--- src/hdl/hpst_pkg.sv ---
`timescale 1ns / 1ps
// ----------------------------------------------------------------------------
// hpst_pkg
// Shared types and constants for the hub port status tracker: command and
// response transfer structs, operation, feature and error codes, bit positions.
// ----------------------------------------------------------------------------
package hpst_pkg;

  // Default port storage depth
  localparam int MAX_PORTS_DEF = 15;

  // Port count after reset
  localparam logic [3:0] NUM_PORTS_RST = 4'd4;

  // Highest port number the 16-bit change bitmap can carry
  localparam int MAP_MAX_PORT = 15;

  // Operation codes
  typedef enum logic [2:0] {
    FUNC_PORT_EVENT   = 3'd0,
    FUNC_SET_RESET    = 3'd1,
    FUNC_CLEAR_CHANGE = 3'd2,
    FUNC_GET_STATUS   = 3'd3,
    FUNC_GET_BITMAP   = 3'd4
  } hpst_func_t;

  // Error codes
  localparam logic [1:0] ERR_OK           = 2'd0;
  localparam logic [1:0] ERR_INVALID_PORT = 2'd1;
  localparam logic [1:0] ERR_UNSUPPORTED  = 2'd2;

  // Highest valid change feature selector
  localparam logic [2:0] FEAT_LAST = 3'd4;

  // Speed codes from the controller
  localparam logic [3:0] SPEED_LOW  = 4'd2;
  localparam logic [3:0] SPEED_HIGH = 4'd3;

  // Status word bit positions
  localparam int ST_CONN   = 0;
  localparam int ST_ENABLE = 1;
  localparam int ST_RESET  = 4;
  localparam int ST_LOW    = 9;
  localparam int ST_HIGH   = 10;

  // Change word bit positions
  localparam int CH_CONN   = 0;
  localparam int CH_ENABLE = 1;
  localparam int CH_RESET  = 4;

  // Command transfer
  typedef struct packed {
    logic [2:0] func;
    logic [3:0] port;
    logic       connected;
    logic       enabled;
    logic [3:0] link_speed;
    logic       connect_changed;
    logic       reset_changed;
    logic [2:0] feature;
  } hpst_cmd_t;

  // Response transfer
  typedef struct packed {
    logic [10:0] status_bits;
    logic [4:0]  port_change;
    logic [15:0] change_bitmap;
    logic        notify;
    logic [1:0]  error;
  } hpst_rsp_t;

endpackage

--- src/hdl/hub_port_status_tracker_unit.sv ---
`timescale 1ns / 1ps
// ----------------------------------------------------------------------------
// hub_port_status_tracker_unit
// Per-port status and change words of an emulated root hub: controller port
// events, port reset, clear-feature, get-status and get-bitmap commands.
// ----------------------------------------------------------------------------
// One command is taken every clock cycle while busy is low; busy is high only
// during reset. A command is captured in an input register, runs through the
// port word update logic in the next cycle, and its response appears on rsp
// with done high for exactly one cycle, registered in the result register
// after the input register. The response cannot be held off, so it must be
// taken when done is high. Back-to-back commands to the same port see each
// other's updates. The port count register (cfg_wr_data, written when
// cfg_wr_en is high) may only be changed while no command is in flight.
// ----------------------------------------------------------------------------
module hub_port_status_tracker_unit #(
  parameter int MAX_PORTS = hpst_pkg::MAX_PORTS_DEF
) (
  input  logic                clk,
  input  logic                rst,
  input  logic                start,
  output logic                busy,
  input  hpst_pkg::hpst_cmd_t cmd,
  output logic                done,
  output hpst_pkg::hpst_rsp_t rsp,
  input  logic                cfg_wr_en,
  input  logic [3:0]          cfg_wr_data
);

  localparam int IDX_W     = (MAX_PORTS > 1) ? $clog2(MAX_PORTS) : 1;
  localparam int MAP_PORTS = (MAX_PORTS < hpst_pkg::MAP_MAX_PORT) ?
                             MAX_PORTS : hpst_pkg::MAP_MAX_PORT;

  // Registers
  logic                in_valid;
  hpst_pkg::hpst_cmd_t in_reg;
  logic [3:0]          port_limit;
  logic [10:0]         status_words [MAX_PORTS];
  logic [4:0]          change_words [MAX_PORTS];

  // Combinational
  logic                accept;
  logic [3:0]          ports_used;
  logic [7:0]          idx_wide;
  logic [IDX_W-1:0]    idx;
  logic                port_ok;
  logic                wr_en;
  logic [10:0]         st_new;
  logic [4:0]          ch_new;
  logic [15:0]         bitmap;
  hpst_pkg::hpst_rsp_t rsp_next;

  assign busy   = rst;
  assign accept = start && !busy;

  // Port count register
  always_ff @(posedge clk) begin
    if (rst) begin
      port_limit <= hpst_pkg::NUM_PORTS_RST;
    end else if (cfg_wr_en) begin
      port_limit <= cfg_wr_data;
    end
  end

  // Input register
  always_ff @(posedge clk) begin
    if (rst) begin
      in_valid <= 1'b0;
    end else begin
      in_valid <= accept;
    end
  end

  always_ff @(posedge clk) begin
    if (accept) begin
      in_reg <= cmd;
    end
  end

  // Port decode
  always_comb begin
    if ({4'd0, port_limit} > 8'(MAX_PORTS)) begin
      ports_used = 4'(MAX_PORTS);
    end else begin
      ports_used = port_limit;
    end
    idx_wide = {4'd0, in_reg.port} - 8'd1;
    idx      = idx_wide[IDX_W-1:0];
    port_ok  = (in_reg.port != 4'd0) && (in_reg.port <= ports_used);
  end

  // Port word update
  always_comb begin
    logic [10:0] s;
    logic [4:0]  c;
    s     = status_words[idx];
    c     = change_words[idx];
    wr_en = 1'b0;
    if (in_valid && port_ok) begin
      case (in_reg.func)
        hpst_pkg::FUNC_PORT_EVENT: begin
          wr_en = 1'b1;
          if (in_reg.connect_changed) begin
            if (in_reg.connected) begin
              s[hpst_pkg::ST_CONN] = 1'b1;
            end else begin
              if (s[hpst_pkg::ST_ENABLE]) begin
                c[hpst_pkg::CH_ENABLE] = 1'b1;
              end
              s = '0;
            end
            c[hpst_pkg::CH_CONN] = 1'b1;
          end
          if (in_reg.reset_changed && in_reg.enabled) begin
            s[hpst_pkg::ST_RESET] = 1'b0;
            c[hpst_pkg::CH_RESET] = 1'b1;
            if (!s[hpst_pkg::ST_ENABLE]) begin
              s[hpst_pkg::ST_ENABLE] = 1'b1;
              c[hpst_pkg::CH_ENABLE] = 1'b1;
            end
            if (in_reg.link_speed == hpst_pkg::SPEED_LOW) begin
              s[hpst_pkg::ST_LOW] = 1'b1;
            end else if (in_reg.link_speed == hpst_pkg::SPEED_HIGH) begin
              s[hpst_pkg::ST_HIGH] = 1'b1;
            end
          end
        end
        hpst_pkg::FUNC_SET_RESET: begin
          wr_en = 1'b1;
          s[hpst_pkg::ST_RESET] = 1'b1;
          c[hpst_pkg::CH_RESET] = 1'b1;
        end
        hpst_pkg::FUNC_CLEAR_CHANGE: begin
          wr_en = 1'b1;
          if (in_reg.feature <= hpst_pkg::FEAT_LAST) begin
            c = c & ~(5'd1 << in_reg.feature);
          end
        end
        default: begin
          wr_en = 1'b0;
        end
      endcase
    end
    st_new = s;
    ch_new = c;
  end

  // Change bitmap from the post-update change words
  always_comb begin
    bitmap = '0;
    for (int i = 0; i < MAP_PORTS; i++) begin
      if ((wr_en && (idx == IDX_W'(i))) ? (ch_new != 5'd0) : (change_words[i] != 5'd0)) begin
        bitmap[i + 1] = (4'(i + 1) <= ports_used);
      end
    end
  end

  // Response assembly
  always_comb begin
    rsp_next               = '0;
    rsp_next.change_bitmap = bitmap;
    if (in_reg.func > hpst_pkg::FUNC_GET_BITMAP) begin
      rsp_next.error = hpst_pkg::ERR_UNSUPPORTED;
    end else if (in_reg.func == hpst_pkg::FUNC_GET_BITMAP) begin
      rsp_next.notify = (bitmap != 16'd0);
    end else if (!port_ok) begin
      rsp_next.error = hpst_pkg::ERR_INVALID_PORT;
    end else begin
      rsp_next.status_bits = st_new;
      rsp_next.port_change = ch_new;
      rsp_next.notify      = (ch_new != 5'd0);
    end
  end

  // Port word storage
  always_ff @(posedge clk) begin
    if (rst) begin
      for (int i = 0; i < MAX_PORTS; i++) begin
        status_words[i] <= '0;
        change_words[i] <= '0;
      end
    end else if (wr_en) begin
      status_words[idx] <= st_new;
      change_words[idx] <= ch_new;
    end
  end

  // Result register
  always_ff @(posedge clk) begin
    if (rst) begin
      done <= 1'b0;
    end else begin
      done <= in_valid;
    end
  end

  always_ff @(posedge clk) begin
    if (in_valid) begin
      rsp <= rsp_next;
    end
  end

  // Assertions
  a_done_follows: assert property (@(posedge clk) disable iff (rst)
    in_valid |=> done)
    else $error("accepted command produced no response");

  a_no_spurious: assert property (@(posedge clk) disable iff (rst)
    done |-> $past(in_valid))
    else $error("response without a command");

  a_err_clean: assert property (@(posedge clk) disable iff (rst)
    (done && (rsp.error != hpst_pkg::ERR_OK)) |->
      ((rsp.status_bits == 11'd0) && (rsp.port_change == 5'd0) && !rsp.notify))
    else $error("error response carries port data");

  a_hub_bit_clear: assert property (@(posedge clk) disable iff (rst)
    done |-> !rsp.change_bitmap[0])
    else $error("hub bit set in change bitmap");

  a_notify_change: assert property (@(posedge clk) disable iff (rst)
    (done && (rsp.port_change != 5'd0)) |-> rsp.notify)
    else $error("pending change without notify");

endmodule

--- config.mk ---
export PLATFORM = sky130hd
export DESIGN_NAME = hub_port_status_tracker_unit
export DESIGN_NICKNAME = d
export VERILOG_FILES = /design/src/hdl/hpst_pkg.sv /design/src/hdl/hub_port_status_tracker_unit.sv
export SDC_FILE = /design/constraint.sdc
export NUM_CORES = 1
export LEC_CHECK = 0
export BUFFER_PORTS_ARGS = -buffer_cell sky130_fd_sc_hd__buf_4
export CORE_AREA = 2 2 183 185
export CTS_CLUSTER_DIAMETER = 120
export DETAILED_ROUTE_END_ITERATION = 8
export DIE_AREA = 0 0 185 187
export MAX_ROUTING_LAYER = met4
export PLACE_DENSITY_LB_ADDON = 0.15
export SKIP_CTS_REPAIR_TIMING = 1
export SLEW_MARGIN = 40
export SYNTH_ARGS = -nofsm -noshare
export SYNTH_HDL_FRONTEND = slang
export SYNTH_SLANG_ARGS = --single-unit
--- constraint.sdc ---
create_clock -name clk -period 11.7 [get_ports clk]
set_input_delay 1.755 -clock clk [delete_from_list [all_inputs] [get_ports clk]]
set_output_delay 1.755 -clock clk [all_outputs]
set_load 0.01 [all_outputs]
After elaboration in Yosys (flattened, before gate mapping). Memory sizes are Yosys's and may differ from the RTL's. Index checks and enable logic that the tools add are counted.

Bits in writable memories: 240. Output and inout port bits: 37. Bits in registers: 58. Word-level logic and storage cells: 178. Input port bits: 26. Memories kept: 2.

Bitwise operators: 3. $lt $le $gt $ge: 18. Reduce and logical (&&, ||, !) cells: 45. Eq/ne operators: 19. Mux-type cells: 72. Shifts and indexed selects: 1. Add/sub/neg operators: 1.

Memory list: status_words (words 15, bits a word 11, rd ports 1, clocked after memory_dff 0, write ports 15, line hub_port_status_tracker_unit.sv:38) `logic [10:0] status_words [MAX_PORTS];`; change_words (words 15, bits a word 5, rd ports 16, clocked after memory_dff 0, write ports 15, line hub_port_status_tracker_unit.sv:39) `logic [4:0] change_words [MAX_PORTS];`.

Operators with widths (number): 5-bit nonzero test (16); 11-bit 2-to-1 mux (5); 1-bit 2-to-1 mux (53); 4-bit less-or-equal comparator (first input constant) (8); 4-bit == test (second input constant) (7); 1-bit logical AND (19); 4-bit by 2-bit == test with 1-bit output (second input constant) (4); 4-bit by 3-bit == test with 1-bit output (second input constant) (4); 3-bit by 4-bit less-or-equal comparator with 1-bit output (first input constant) (4); 16-bit nonzero test (1); 5-bit 2-to-1 mux (3); 4-bit 2-to-1 mux (3); 11-bit OR reduction (1); 10-bit 2-to-1 mux (1); 2-bit by 4-bit less-or-equal comparator with 1-bit output (first input constant) (2); 2-bit 2-to-1 mux (3); 6-bit 2-to-1 mux (1); 3-bit OR reduction (2); 5-bit bitwise AND (1); 5-bit inverter (1); 5-bit OR reduction (1); 1-bit by 3-bit left shift with 5-bit output (first input constant) (1); 4-bit by 1-bit == test with 1-bit output (second input constant) (1); 1-bit by 4-bit less-or-equal comparator with 1-bit output (first input constant) (1); 16 further kinds (16).

Depth between registers and ports, before layout. An unclocked memory read counts as a cell.

Depth after elaboration: 15. Mapped depth: 20. Mapped depth without buffers: 12.

Least setup slack after synthesis. No wires, ideal clock.

Path type: register to register. Start: register in_reg[11] in the netlist's numbering. End: memory status_words[10][9] (data pin). Slack: 6937 ps. Cell stages (with the launch flop): 18. Buffers on the path: 10. Arrival time: 4497 ps. Clock period less this slack: 4763 ps. Setup time: 266 ps. Data required time: 11434 ps. Cell sequence: edfxtp_1 > buf_6 > buf_6 > buf_2 > buf_2 > inv_1 > ha_1 > buf_2 > buf_2 > buf_2 > buf_1 > clkbuf_1 > mux4_2 > mux2i_1 > nand2_1 > a31oi_1 > clkbuf_1 > nor2_1.

RTL lines: start: declaration (line hub_port_status_tracker_unit.sv:36) `hpst_pkg::hpst_cmd_t in_reg;`; start signal: assignment (line hub_port_status_tracker_unit.sv:76) `in_reg <= cmd;`; end: declaration (line hub_port_status_tracker_unit.sv:38).

Final worst setup path.
Start: register in_reg[11] in the netlist's numbering. End: register rsp[2] in the netlist's numbering (data pin).

Longest elaborated chain between the ends: 15. Elaborated cells on any way between the ends: 88. Classes of those cells: add/sub (1); order compare (1); eq/ne (14); mux (48); bitwise (1); reduce/logical (21); memory (2).

RTL lines: 4-bit by 1-bit subtractor with 4-bit output (line hub_port_status_tracker_unit.sv:87) `idx_wide = {4'd0, in_reg.port} - 8'd1;`; memory read 15 x 11 bit; 10-bit 2-to-1 mux (line hub_port_status_tracker_unit.sv:104) `if (in_reg.connected) begin`; 11-bit 2-to-1 mux (line hub_port_status_tracker_unit.sv:103) `if (in_reg.connect_changed) begin`; 11-bit 2-to-1 mux (line hub_port_status_tracker_unit.sv:100) `case (in_reg.func)`; 11-bit 2-to-1 mux (line hub_port_status_tracker_unit.sv:99) `if (in_valid && port_ok) begin`; 1-bit 2-to-1 mux (line hub_port_status_tracker_unit.sv:117) `if (!s[hpst_pkg::ST_ENABLE]) begin`; 1-bit 2-to-1 mux (line hub_port_status_tracker_unit.sv:114) `if (in_reg.reset_changed && in_reg.enabled) begin`; 2-bit one-hot mux with 2 select lines (line hub_port_status_tracker_unit.sv:100); 5-bit 2-to-1 mux (line hub_port_status_tracker_unit.sv:99); 5-bit nonzero test (line hub_port_status_tracker_unit.sv:152, hub_port_status_tracker_unit.sv:171); 1-bit 2-to-1 mux (2 in series) (line hub_port_status_tracker_unit.sv:152) `if ((wr_en && (idx == IDX_W'(i))) ? (ch_new != 5'd0) : (change_words[i] != 5'd0)) begin`; 16-bit nonzero test (line hub_port_status_tracker_unit.sv:165) `rsp_next.notify = (bitmap != 16'd0);`; 1-bit 2-to-1 mux * (line hub_port_status_tracker_unit.sv:164) `end else if (in_reg.func == hpst_pkg::FUNC_GET_BITMAP) begin`; end signal: assignment (line hub_port_status_tracker_unit.sv:199) `rsp <= rsp_next;`; end: declaration (line hub_port_status_tracker_unit.sv:25) `output hpst_pkg::hpst_rsp_t rsp,`.

Every way passes the cells marked *; elsewhere a longest branch is shown, timed or not. The select of a mux whose other input is x is not followed. A chain may end at the register's enable or synchronous reset.

==> flow_summary.json <==
{
  "status": "finished, final reports clean",
  "rsz0062_at_grt": "false",
  "area_growth_pct": 14.3,
  "top_register": "status_words",
  "num_vias": 8859,
  "largest_reg_flops": 176,
  "yosysMostFrequentCell": "edfxtp_1",
  "clockBufferDepth": 3,
  "ant_nets": 0,
  "synth_top_cells_by_count": "308 x edfxtp_1, 296 x nor2_1, 70 x mux4_2",
  "startpoint_type": "flop",
  "cts_buffers": 35,
  "yosysSeqAreaShare_pct": 66.0,
  "hold_viol_final": 0,
  "core-area_um2": 32900,
  "finClkSkew_ns": 0.0218,
  "path_class": "flop to flop",
  "dieHeight_um": 187,
  "crit_chain": "buf_4, inv_1, ha_2, buf_4, mux4_2, mux4_2, o21ai_2, and2_1, and4_1, a22oi_1, nor4_1, a31oi_1",
  "h-tree-depth": 2,
  "dr.first_iter.drc_count": 827,
  "slew_headroom_pct": 42.2,
  "tightest_slew_ns": 0.865,
  "synth_flop_cell": "edfxtp_1",
  "num_rows": 67,
  "syn-num-nets": 1060,
  "worstPathRequired_ns": 11.94,
  "grt_pass1_wl_um": 60200,
  "grtUsageTotal_pct": 24.8,
  "max_stage_delay_ns": 0.72,
  "top_regs": "status_words x176, change_words x80, rsp x34",
  "power.density_nw_per_um2": 166,
  "io_buffers": 61,
  "fin_crit_sh_pct": 49.5,
  "final-max-slew-violation-count": 0,
  "synth_top_cells_by_area": "edfxtp_1 65%, mux4_2 11%, nor2_1 7.8%",
  "ys_ff_latch": 314,
  "worst_ep_arrival_time_ns": 6.03,
  "cp_num_buf_inv": 3,
  "yosys_warnings": 0,
  "grt_pass1_vias": 9011,
  "clock_sinks": 314,
  "crit_fanout": 48,
  "post-route-min-period_ns": 5.79,
  "avgSynthCellArea_um2": 13.8,
  "cp_slowest_cell": "ha_2",
  "drc": 0,
  "antenna_cells": 0,
  "max_freq_mhz": 173,
  "fin_nets": 1109,
  "place_congestion": 0.930,
  "start_util_pct": 43.2,
  "antenna_found_initial": 0,
  "die-area_um2": 34600,
  "io_pins": 63,
  "cp_top_family": "simple AND/OR/NAND/NOR gates",
  "yosys.area.top_type": "edfxtp_1",
  "synth_edf_count": 308,
  "finalSetupTns_ns": 0,
  "via_per_inst": 5.72,
  "maxCapViolCount": 0,
  "yosys.cell_types.count": 65,
  "setup_viol": 0,
  "synth_top_area_share_pct": 65.2,
  "grt.overflow.total": 0,
  "root_buffer": "clkbuf_16",
  "netlist_instances": 1025,
  "end_kind": "flop",
  "cts_tree": "done",
  "hold_path_class": "flop to flop",
  "drive_above_1_share_pct": 22.5,
  "cts.reportedPaths.clkPinSlew_ns": 0.06,
  "drtPass1Iterations": 7,
  "wire_per_inst_um": 26.3,
  "grt_max_degree": 49,
  "drt_wl_total_um": 40700,
  "syn-cell-area_um2": 14200,
  "synthArstFlopShare_pct": 0,
  "clock_latency_ns": 0.52,
  "peakVddDrop_uv": 129,
  "die_w_um": 185,
  "finalPower_uw": 2690,
  "p_leak_uw": 0.00583,
  "hpwl_um": 26500
}
-- report_power, final --
group	switching (µW)	internal [µW]	leakage, µW	total, µW
registers	22.5	1280	0.00317	1300
logic	227	114	0.00215	341
clock network	444	600	0.000508	1040
-- metrics by stage --
step / util (%) / cells / worst slack (ns) / area, µm² / hold slack, ns
after CTS: 49.2 / 1548 / 5.89 / 16200 / 0.677
after global routing: 49.3 / 1548 / 5.57 / 16200 / 0.723
after floorplan: - / 1025 / 6.94 / 14200 / 0.551
after global placement: 45.8 / 1485 / 6.00 / 15000 / 0.633
after detailed placement: 46.0 / 1485 / 5.88 / 15100 / 0.666
final: 49.3 / 1548 / 5.91 / 16200 / 0.682
-- cells in the final DEF, fill, tap and decap left out, types with 3 or more instances in the layout --
cell and instances:
nand2_2 23, dfxtp_1 5, nor3_1 13, clkinv_1 8, a311oi_1 4, mux2i_1 22
nor2b_1 11, and3_1 12, o21ai_1 7, o21a_1 4, a31oi_1 9, ha_1 8
clkbuf_1 12, nand3_1 8, buf_4 85, or4_1 6, o21ai_0 3, nor4_2 3
clkbuf_16 35, inv_1 23, nand4_1 4, a21oi_1 9, nand2_1 35, nor2_1 296
o2111ai_1 4, nor4_1 9, edfxtp_1 308, mux4_2 70
-- metal layers --
layer | global-route usage, % | routed length, µm | vias to the layer above
li1 | - | - | 3897
met1 | 32.1 | 16400 | 4443
met2 | 39.2 | 19800 | 405
met3 | 3.80 | 2640 | 114
met4 | 10.5 | 1880 | 0
met5 | - | 0 | -
-- path summary, 6_finish.rpt --
check	from	endpoint	slack (ns)	depth (start not counted)
setup / recovery	in_reg[11]$_DFFE_PP_	rsp[2]$_SDFFCE_PN0P_	5.91	12
hold / removal	port_limit[0]$_SDFFE_PP0P_	port_limit[0]$_SDFFE_PP0P_	0.68	2
setup reg to reg	in_reg[11]$_DFFE_PP_	rsp[2]$_SDFFCE_PN0P_	5.91	12
hold reg to reg	port_limit[0]$_SDFFE_PP0P_	port_limit[0]$_SDFFE_PP0P_	0.68	2
-- worst register-to-register path: cells and delay by family, from the launching register on --
family / cells / cell delay [ns]
AND/OR/NAND/NOR: 3 / 1.65
buffers and inverters: 3 / 1.48
flip-flops: 1 / 0.32
AO/OA/AOI/OAI: 3 / 0.42
multiplexers: 2 / 0.93
adder cells (fa/ha/maj): 1 / 0.72
-- cell type report --
cell class,count,area [µm²]
well taps,448,561
multi-input cells,614,4480
clock inverters,16,148
repair buffers,85,638
clock buffers,47,921
fillers,2903,16700
inverters,24,92.6
flip-flops and latches,314,9370
-- cell families (layout without fill, tap and decap cells) --
logic type	after synthesis	in the layout	synth area share, %
buffers and inverters	97	172	3.10
flip-flops	314	314	66.0
other	1	1	0.0264
XOR/XNOR	2	2	0.176
AO/OA/AOI/OAI	67	67	3.66
multiplexers	93	93	12.7
AND/OR/NAND/NOR	442	442	13.5
adder cells (fa/ha/maj)	9	9	0.794
(Power assumes the default switching activity.)
